**src/rtl/mfv_pkg.sv**
```systemverilog
// Package for the meter frame validator: frame constants, status codes,
// register indexes and the structs shared by the datapath and the top level.
// Depends on nothing.
package mfv_pkg;

    // Frame layout
    localparam int unsigned MAX_FRAME = 256;
    localparam int unsigned MIN_FRAME = 12;

    localparam logic [7:0] HEAD_MARK = 8'h68;
    localparam logic [7:0] END_MARK  = 8'h16;
    localparam logic [7:0] ANY_BYTE  = 8'hAA;
    localparam int unsigned DIR_BIT  = 7;

    localparam logic [8:0] POS_FIRST_HEAD  = 9'd0;
    localparam logic [8:0] POS_SECOND_HEAD = 9'd7;
    localparam logic [8:0] POS_CTRL        = 9'd8;
    localparam logic [8:0] POS_LEN         = 9'd9;
    localparam logic [8:0] SUM_BASE        = 9'd10;
    localparam logic [8:0] MIN_FRAME_W     = 9'(MIN_FRAME);
    localparam logic [8:0] MAX_FRAME_W     = 9'(MAX_FRAME);

    localparam int unsigned ADDR_W   = 48;
    localparam int unsigned CFG_IDX_W = 2;

    // Verdict codes
    typedef enum logic [2:0] {
        ST_OK            = 3'd0,
        ST_INCOMPLETE    = 3'd1,
        ST_BAD_HEAD      = 3'd2,
        ST_TOO_LONG      = 3'd3,
        ST_WRONG_DIR     = 3'd4,
        ST_BAD_END       = 3'd5,
        ST_BAD_SUM       = 3'd6,
        ST_ADDR_MISMATCH = 3'd7
    } t_status;

    // Configuration register indexes
    typedef enum logic [CFG_IDX_W-1:0] {
        CFG_EXPECT_DOWNLINK  = 2'd0,
        CFG_ADDRESS_CHECK_ON = 2'd1,
        CFG_TARGET_ADDRESS   = 2'd2
    } t_cfg_index;

    typedef struct packed {
        logic              expect_downlink;
        logic              address_check_on;
        logic [ADDR_W-1:0] target_address;
    } t_cfg;

    typedef struct packed {
        logic [8:0] byte_index;
        logic [7:0] data_length;
        logic [7:0] control_byte;
        logic [7:0] running_sum;
        logic       head_good;
        logic       address_good;
        logic       sum_good;
    } t_frame_state;

    localparam t_frame_state FRAME_CLEAR = '{
        byte_index:   9'd0,
        data_length:  8'd0,
        control_byte: 8'd0,
        running_sum:  8'd0,
        head_good:    1'b1,
        address_good: 1'b1,
        sum_good:     1'b0
    };

    typedef struct packed {
        logic       valid;
        t_status    status;
        logic [8:0] frame_length;
    } t_verdict;

endpackage

```
**src/rtl/mfv_in_if.sv**
```systemverilog
// Byte channel into the meter frame validator: valid/ready plus one frame byte.
// Depends on nothing.
interface mfv_in_if;
    logic       valid;
    logic       ready;
    logic [7:0] rx_byte;
    logic       buffer_end;

    modport source (output valid, output rx_byte, output buffer_end, input ready);
    modport sink   (input valid, input rx_byte, input buffer_end, output ready);
endinterface

```
**src/rtl/mfv_out_if.sv**
```systemverilog
// Verdict channel out of the meter frame validator: valid/ready plus the result.
// Depends on nothing.
interface mfv_out_if;
    logic       valid;
    logic       ready;
    logic [2:0] status;
    logic [8:0] frame_length;

    modport source (output valid, output status, output frame_length, input ready);
    modport sink   (input valid, input status, input frame_length, output ready);
endinterface

```
**src/rtl/mfv_step.sv**
```systemverilog
// Per-byte datapath of the meter frame validator: next frame state and verdict.
// Depends on mfv_pkg.
module mfv_step (
    input  mfv_pkg::t_frame_state i_state,
    input  mfv_pkg::t_cfg         i_cfg,
    input  logic [7:0]            i_rx_byte,
    input  logic                  i_buffer_end,
    output mfv_pkg::t_frame_state o_state,
    output mfv_pkg::t_verdict     o_verdict
);

    logic [8:0]          idx;
    logic [8:0]          nidx;
    logic [8:0]          sum_pos;
    logic [8:0]          flen;
    logic [7:0]          target_byte;
    logic                up;
    mfv_pkg::t_frame_state upd;
    mfv_pkg::t_verdict     vd;

    assign idx  = i_state.byte_index;
    assign nidx = idx + 9'd1;

    // Pick the target byte that lines up with the current address byte
    always_comb begin
        case (idx[2:0])
            3'd1:    target_byte = i_cfg.target_address[7:0];
            3'd2:    target_byte = i_cfg.target_address[15:8];
            3'd3:    target_byte = i_cfg.target_address[23:16];
            3'd4:    target_byte = i_cfg.target_address[31:24];
            3'd5:    target_byte = i_cfg.target_address[39:32];
            3'd6:    target_byte = i_cfg.target_address[47:40];
            default: target_byte = mfv_pkg::ANY_BYTE;
        endcase
    end

    // Capture header fields and track the head, address and sum checks
    always_comb begin
        upd = i_state;
        if (idx == mfv_pkg::POS_FIRST_HEAD || idx == mfv_pkg::POS_SECOND_HEAD) begin
            if (i_rx_byte != mfv_pkg::HEAD_MARK) begin
                upd.head_good = 1'b0;
            end
        end else if (idx < mfv_pkg::POS_SECOND_HEAD) begin
            if (target_byte != mfv_pkg::ANY_BYTE && target_byte != i_rx_byte) begin
                upd.address_good = 1'b0;
            end
        end else if (idx == mfv_pkg::POS_CTRL) begin
            upd.control_byte = i_rx_byte;
        end else if (idx == mfv_pkg::POS_LEN) begin
            upd.data_length = i_rx_byte;
        end

        sum_pos = mfv_pkg::SUM_BASE + {1'b0, upd.data_length};
        if (idx < sum_pos) begin
            upd.running_sum = upd.running_sum + i_rx_byte;
        end else if (idx == sum_pos) begin
            upd.sum_good = (i_rx_byte == upd.running_sum);
        end
        upd.byte_index = nidx;
    end

    // Decide the verdict in the order short frame, head, length, end checks, buffer end
    always_comb begin
        flen            = {1'b0, upd.data_length} + mfv_pkg::MIN_FRAME_W;
        up              = upd.control_byte[mfv_pkg::DIR_BIT];
        vd.valid        = 1'b0;
        vd.status       = mfv_pkg::ST_OK;
        vd.frame_length = 9'd0;
        if (nidx < mfv_pkg::MIN_FRAME_W) begin
            if (i_buffer_end) begin
                vd.valid  = 1'b1;
                vd.status = mfv_pkg::ST_INCOMPLETE;
            end
        end else if (nidx == mfv_pkg::MIN_FRAME_W && !upd.head_good) begin
            vd.valid  = 1'b1;
            vd.status = mfv_pkg::ST_BAD_HEAD;
        end else if (nidx == mfv_pkg::MIN_FRAME_W && flen > mfv_pkg::MAX_FRAME_W) begin
            vd.valid  = 1'b1;
            vd.status = mfv_pkg::ST_TOO_LONG;
        end else if (nidx >= flen) begin
            vd.valid = 1'b1;
            if (up == i_cfg.expect_downlink) begin
                vd.status = mfv_pkg::ST_WRONG_DIR;
            end else if (i_rx_byte != mfv_pkg::END_MARK) begin
                vd.status = mfv_pkg::ST_BAD_END;
            end else if (!upd.sum_good) begin
                vd.status = mfv_pkg::ST_BAD_SUM;
            end else if (i_cfg.address_check_on && !upd.address_good) begin
                vd.status       = mfv_pkg::ST_ADDR_MISMATCH;
                vd.frame_length = flen;
            end else begin
                vd.status       = mfv_pkg::ST_OK;
                vd.frame_length = flen;
            end
        end else if (i_buffer_end) begin
            vd.valid  = 1'b1;
            vd.status = mfv_pkg::ST_INCOMPLETE;
        end
    end

    // Any verdict starts a new frame with the next byte
    assign o_state   = vd.valid ? mfv_pkg::FRAME_CLEAR : upd;
    assign o_verdict = vd;

endmodule

```
**src/rtl/meter_frame_validator.sv**
```systemverilog
// Top level of the meter frame validator: frame state, configuration
// registers and the registered verdict. Depends on mfv_pkg, mfv_in_if,
// mfv_out_if and mfv_step.
//
// The block takes one frame byte per clock cycle and gives at most one
// verdict per byte, in the cycle after the byte is accepted, from a single
// output register. Per byte it only compares, adds into the 8-bit sum and
// steps the byte counter, so bytes may follow back to back; the input is
// held off only while a verdict sits in the output register and the sink
// does not take it. After every verdict the next byte opens a new frame.
// Configuration is written through i_cfg_wr_en/i_cfg_index/i_cfg_wdata
// (0: expect_downlink, 1: address_check_on, 2: target_address; index 3 is
// ignored). Write it only while no frame is in progress (not enforced).
module meter_frame_validator (
    input  logic                                i_clk,
    input  logic                                i_rst_n,
    mfv_in_if.sink                              i_rx,
    mfv_out_if.source                           o_res,
    input  logic                                i_cfg_wr_en,
    input  logic [mfv_pkg::CFG_IDX_W-1:0]       i_cfg_index,
    input  logic [mfv_pkg::ADDR_W-1:0]          i_cfg_wdata
);

    mfv_pkg::t_cfg         r_cfg;
    mfv_pkg::t_frame_state r_state;
    mfv_pkg::t_frame_state n_state;
    mfv_pkg::t_verdict     n_verdict;
    logic                  r_out_valid;
    logic [2:0]            r_out_status;
    logic [8:0]            r_out_len;
    logic                  in_accept;

    // Accept a byte whenever the output register is free or being drained
    assign i_rx.ready = !r_out_valid || o_res.ready;
    assign in_accept  = i_rx.valid && i_rx.ready;

    // Write configuration registers
    always_ff @(posedge i_clk) begin
        if (!i_rst_n) begin
            r_cfg <= '0;
        end else if (i_cfg_wr_en) begin
            case (i_cfg_index)
                mfv_pkg::CFG_EXPECT_DOWNLINK:  r_cfg.expect_downlink  <= i_cfg_wdata[0];
                mfv_pkg::CFG_ADDRESS_CHECK_ON: r_cfg.address_check_on <= i_cfg_wdata[0];
                mfv_pkg::CFG_TARGET_ADDRESS:   r_cfg.target_address   <= i_cfg_wdata;
                default: begin
                end
            endcase
        end
    end

    mfv_step u_step (
        .i_state      (r_state),
        .i_cfg        (r_cfg),
        .i_rx_byte    (i_rx.rx_byte),
        .i_buffer_end (i_rx.buffer_end),
        .o_state      (n_state),
        .o_verdict    (n_verdict)
    );

    // Advance the frame state on each accepted item
    always_ff @(posedge i_clk) begin
        if (!i_rst_n) begin
            r_state <= mfv_pkg::FRAME_CLEAR;
        end else if (in_accept) begin
            r_state <= n_state;
        end
    end

    // Hold the verdict until the sink takes it
    always_ff @(posedge i_clk) begin
        if (!i_rst_n) begin
            r_out_valid <= 1'b0;
        end else if (in_accept && n_verdict.valid) begin
            r_out_valid <= 1'b1;
        end else if (o_res.ready) begin
            r_out_valid <= 1'b0;
        end
    end

    always_ff @(posedge i_clk) begin
        if (in_accept && n_verdict.valid) begin
            r_out_status <= n_verdict.status;
            r_out_len    <= n_verdict.frame_length;
        end
    end

    assign o_res.valid        = r_out_valid;
    assign o_res.status       = r_out_status;
    assign o_res.frame_length = r_out_len;

endmodule

```
**src/flat_wrapper.sv**
```systemverilog
// flat-port wrapper written by rule: the top's interface ports become plain ports
module meter_frame_validator_flat 
  (i_clk, i_rst_n, i_cfg_wr_en, i_cfg_index, i_cfg_wdata, i_rx_valid, i_rx_rx_byte, i_rx_buffer_end, i_rx_ready, o_res_valid, o_res_status, o_res_frame_length, o_res_ready);
  mfv_in_if i_rx_i ();
  mfv_out_if o_res_i ();
  input  logic i_clk;
  input  logic i_rst_n;
  input  logic i_cfg_wr_en;
  input  logic [mfv_pkg::CFG_IDX_W-1:0] i_cfg_index;
  input  logic [mfv_pkg::ADDR_W-1:0] i_cfg_wdata;
  input wire logic [$bits(i_rx_i.valid)-1:0] i_rx_valid;
  input wire logic [$bits(i_rx_i.rx_byte)-1:0] i_rx_rx_byte;
  input wire logic [$bits(i_rx_i.buffer_end)-1:0] i_rx_buffer_end;
  output wire logic [$bits(i_rx_i.ready)-1:0] i_rx_ready;
  output wire logic [$bits(o_res_i.valid)-1:0] o_res_valid;
  output wire logic [$bits(o_res_i.status)-1:0] o_res_status;
  output wire logic [$bits(o_res_i.frame_length)-1:0] o_res_frame_length;
  input wire logic [$bits(o_res_i.ready)-1:0] o_res_ready;
  assign i_rx_i.valid = i_rx_valid;
  assign i_rx_i.rx_byte = i_rx_rx_byte;
  assign i_rx_i.buffer_end = i_rx_buffer_end;
  assign i_rx_ready = i_rx_i.ready;
  assign o_res_valid = o_res_i.valid;
  assign o_res_status = o_res_i.status;
  assign o_res_frame_length = o_res_i.frame_length;
  assign o_res_i.ready = o_res_ready;
  meter_frame_validator u_core (.i_clk(i_clk), .i_rst_n(i_rst_n), .i_rx(i_rx_i), .o_res(o_res_i), .i_cfg_wr_en(i_cfg_wr_en), .i_cfg_index(i_cfg_index), .i_cfg_wdata(i_cfg_wdata));
endmodule
```
**config.mk**
```make
export PLATFORM = sky130hd
export DESIGN_NAME = meter_frame_validator_flat
export DESIGN_NICKNAME = d
export VERILOG_FILES = /design/src/rtl/mfv_pkg.sv /design/src/rtl/mfv_in_if.sv /design/src/rtl/mfv_out_if.sv /design/src/rtl/mfv_step.sv /design/src/rtl/meter_frame_validator.sv /design/src/flat_wrapper.sv
export SDC_FILE = /design/constraint.sdc
export NUM_CORES = 1
export LEC_CHECK = 0
export BUFFER_PORTS_ARGS = -buffer_cell sky130_fd_sc_hd__buf_2
export CAP_MARGIN = 20
export CORE_MARGIN = 2
export CORE_UTILIZATION = 34
export DETAILED_ROUTE_END_ITERATION = 16
export PLACE_DENSITY = 0.56
export SLEW_MARGIN = 20
export SYNTH_ARGS = -nofsm -noshare
export SYNTH_HDL_FRONTEND = slang
export SYNTH_SLANG_ARGS = --single-unit
export TNS_END_PERCENT = 5
```
**constraint.sdc**
```tcl
create_clock -name i_clk -period 6.3 [get_ports i_clk]
set_clock_uncertainty 0.05 [all_clocks]
set_input_delay 0.315 -clock i_clk [delete_from_list [all_inputs] [get_ports i_clk]]
set_output_delay 0.315 -clock i_clk [all_outputs]
set_load 0.03 [all_outputs]
```
==> results.ini <==
[layout]
finalCoreUtilization = 0.398
fin_nets = 871
diodes = 0
design_area_um2 = 6640
fill_cells = 1797
layout.cells.non_filler = 997
layout-area-overhead-vs-synth_pct = 13.4
drive_gt1_frac = 0.152

[timing]
whs_ns = 0.142
finalHoldViolCount = 0
finalCritPeriodShare = 0.816
rsz0062_at_grt = false
fin_tns_setup_ns = 0
fmax_ghz = 0.195
finalCriticalPeriod_ns = 5.14
setup_viol = 0
setup_ws_ns = 1.16
relSlewSlack = 0.412
tightest_slew_ns = 0.873
slew_viol_final = 0

[global_routing]
overflow = 0
grt_antenna_before_repair = 0
gr-usage-all-layers = 0.189
grt_pass1_vias = 5105
grt_pass1_wl_um = 27100
grt_max_degree = 49

[synth]
ys.flop_type = dfxtp_1
yosysTopAreaCellShare = 0.274
synth-edff-count = 12
synth_area_leaders = dfxtp_1 (27%), nand2_1 (8.8%), ha_1 (7.3%)
synth_cell_type_count = 74
synth.most_common_cell = nand2_1
async_flop_share = 0
yosysWarnings = 0
netlist_instances = 725
yosysTopAreaCell = dfxtp_1
netlist_area_um2 = 5860
synth-seq-cells = 92
synth_nets = 824
synth.avg_cell_area_um2 = 8.08
synthTopCellsByCount = nand2_1 (137), dfxtp_1 (80), a21oi_1 (69)
ys_seq_area_frac = 0.335

[power_and_ir_drop]
p_total_mw = 1.32
clkPwrFrac = 0.409
worst_ir_drop_vdd_mv = 0.196
cellPowerDensity_nw_per_um2 = 199
p_comb_frac = 0.121
netSwitchingPower_mw = 0.376
switching_share = 0.284
p_int_mw = 0.948
p_seq_frac = 0.470
leakagePower_nw = 2.64

[placed_design]
port_buffers = 77
gp_congestion = 0.896
hpwl_um = 12300
dp_cells = 981
dpl-instance-area_um2 = 6350
dp_slack_ns = 1.19

[detailed_routing]
drc_errors = 0
wl_met2_um = 7820
route.detailed.wl_per_inst_um = 17.1
viasPerCell = 5.46
drt_iter0_markers = 346
wl_um = 17100
drt-met1-wl_um = 8040
dr.max_layer_used = met4
wl_met3_um = 1030
drtPass1Iterations = 6
vias = 5445
drtAntennaViolNets = 0

[worst_setup_path]
crit_chain = inv_1 > ha_1 > nor2_1 > nand4_1 > o21ai_0 > inv_1 > ha_1 > nand3b_1 > xnor2_1 > mux2i_1 > ha_1 > or4_1 > a21oi_1 > o211ai_1 > o221ai_2 > and2_4 > a21oi_2 > a211o_1
r2r_end = u_core.r_state[1]$_SDFFE_PN1P_
cp_max_fo = 21
r2r-start = u_core.r_state[27]$_SDFFE_PN0P_
path_delay_family = compound AO/OA/AOI/OAI gates
cp.buffers_inverters = 2
cp_common_cell = ha_1
worst_path_largest_cell_delay_ns = 0.75
crit_required_ns = 6.49
ff2ff_path_depth = 18
reg2reg_slack_ns = 1.16
cpMaxStageDelayCell = o21ai_0
cp.arrival_ns = 5.34
endpoint_kind = register
start_kind = register
path_class = register to register

[clock_tree]
cts_tree = done
clockBufferDepth = 2
cts_resized = 0
clock_sinks = 92
cts_buffers = 9
h-tree-depth = 3
cts_hold_repair.buffers = 0
clkTransAtPathRegs_ns = 0.07
cts-root-buf = clkbuf_16
clk_latency_ns = 0.36
post_cts.repair.setup_buffers = 0

[die]
die_w_um = 135
die_area_um2 = 18300
die_h_um = 135
core_area_um2 = 16700
rows = 47
pin_count = 78
initial_core_util = 0.351

[min_path]
holdPathStages = 3
min-delay-start = i_cfg_wdata[39]
holdPathEnd = u_core.r_cfg[39]$_SDFFE_PN0P_
hp-class = primary input to register

[run]
cap_violations = 0

[status]
outcome = completed

power groups by stage:
stage	Sequential, mW	Clock, mW	Combinational, mW
after floorplan	0.638	0	0.0997
after global placement	0.635	0	0.159
after detailed placement	0.636	0	0.159
after CTS	0.622	0.555	0.160
after global routing	0.624	0.576	0.178
final	0.622	0.542	0.160
metal layers:
layer,track usage,vias up
met1,0.261,2553
met5,0,-
met4,0.0417,0
met2,0.305,163
met3,0.0408,15
li1,-,2714
worst min-delay path, cell delays in order:
cell and delay, ns:
buf_2 0.09, nand2_1 0.04, a21oi_1 0.05
state kept, by name, summed over array words and instances, names as in the netlist:
signal and cells:
u_core.r_state 29, u_core.o_res.status 3, u_core.o_res.frame_length 9, u_core.r_cfg 50
u_core.o_res.valid 1
layout by cell type, fill, tap and decap left out, types with 12 or more instances in the layout:
cell	n
dfxtp_1	80
edfxtp_1	12
nor2_1	40
nand3_1	23
buf_2	77
xnor2_1	22
a21oi_1	69
o21ai_0	20
mux2i_1	12
nand2_1	137
ha_1	34
inv_1	28
worst max-delay path by stage:
stage | start | endpoint | slack, ns | cells past startpoint
finish | u_core.r_state[27]$_SDFFE_PN0P_ | u_core.r_state[1]$_SDFFE_PN1P_ | 1.16 | 18
global route | u_core.r_state[27]$_SDFFE_PN0P_ | u_core.r_state[1]$_SDFFE_PN1P_ | 0.83 | 16
CTS | u_core.r_state[27]$_SDFFE_PN0P_ | u_core.r_state[1]$_SDFFE_PN1P_ | 1.15 | 16
detailed placement | u_core.r_state[27]$_SDFFE_PN0P_ | u_core.r_state[1]$_SDFFE_PN1P_ | 1.19 | 18
global placement | u_core.r_state[27]$_SDFFE_PN0P_ | u_core.r_state[1]$_SDFFE_PN1P_ | 1.35 | 18
floorplan | u_core.r_state[27]$_SDFFE_PN0P_ | u_core.o_res.frame_length[2]$_SDFFCE_PP0P_ | 2.09 | 20
cell families after synthesis:
family          synth area share
mux                       0.0263
buf+inv                   0.0581
xor+xnor                  0.0479
flops                      0.335
compound gates             0.222
fa+ha+maj                 0.0761
simple gates               0.235
area by class of cell:
| cell class | count | area, um2 | area share |
|---|---|---|---|
| timing repair buffer | 85 | 445 | 0.0671 |
| clock inverter | 7 | 66.3 | 0.00999 |
| tap | 220 | 275 | 0.0415 |
| multi-input combinational | 554 | 3550 | 0.535 |
| inverter | 30 | 113 | 0.0170 |
| sequential | 92 | 1960 | 0.295 |
| clock buffer | 9 | 225 | 0.0339 |
Power figures use the tool's default switching activity.
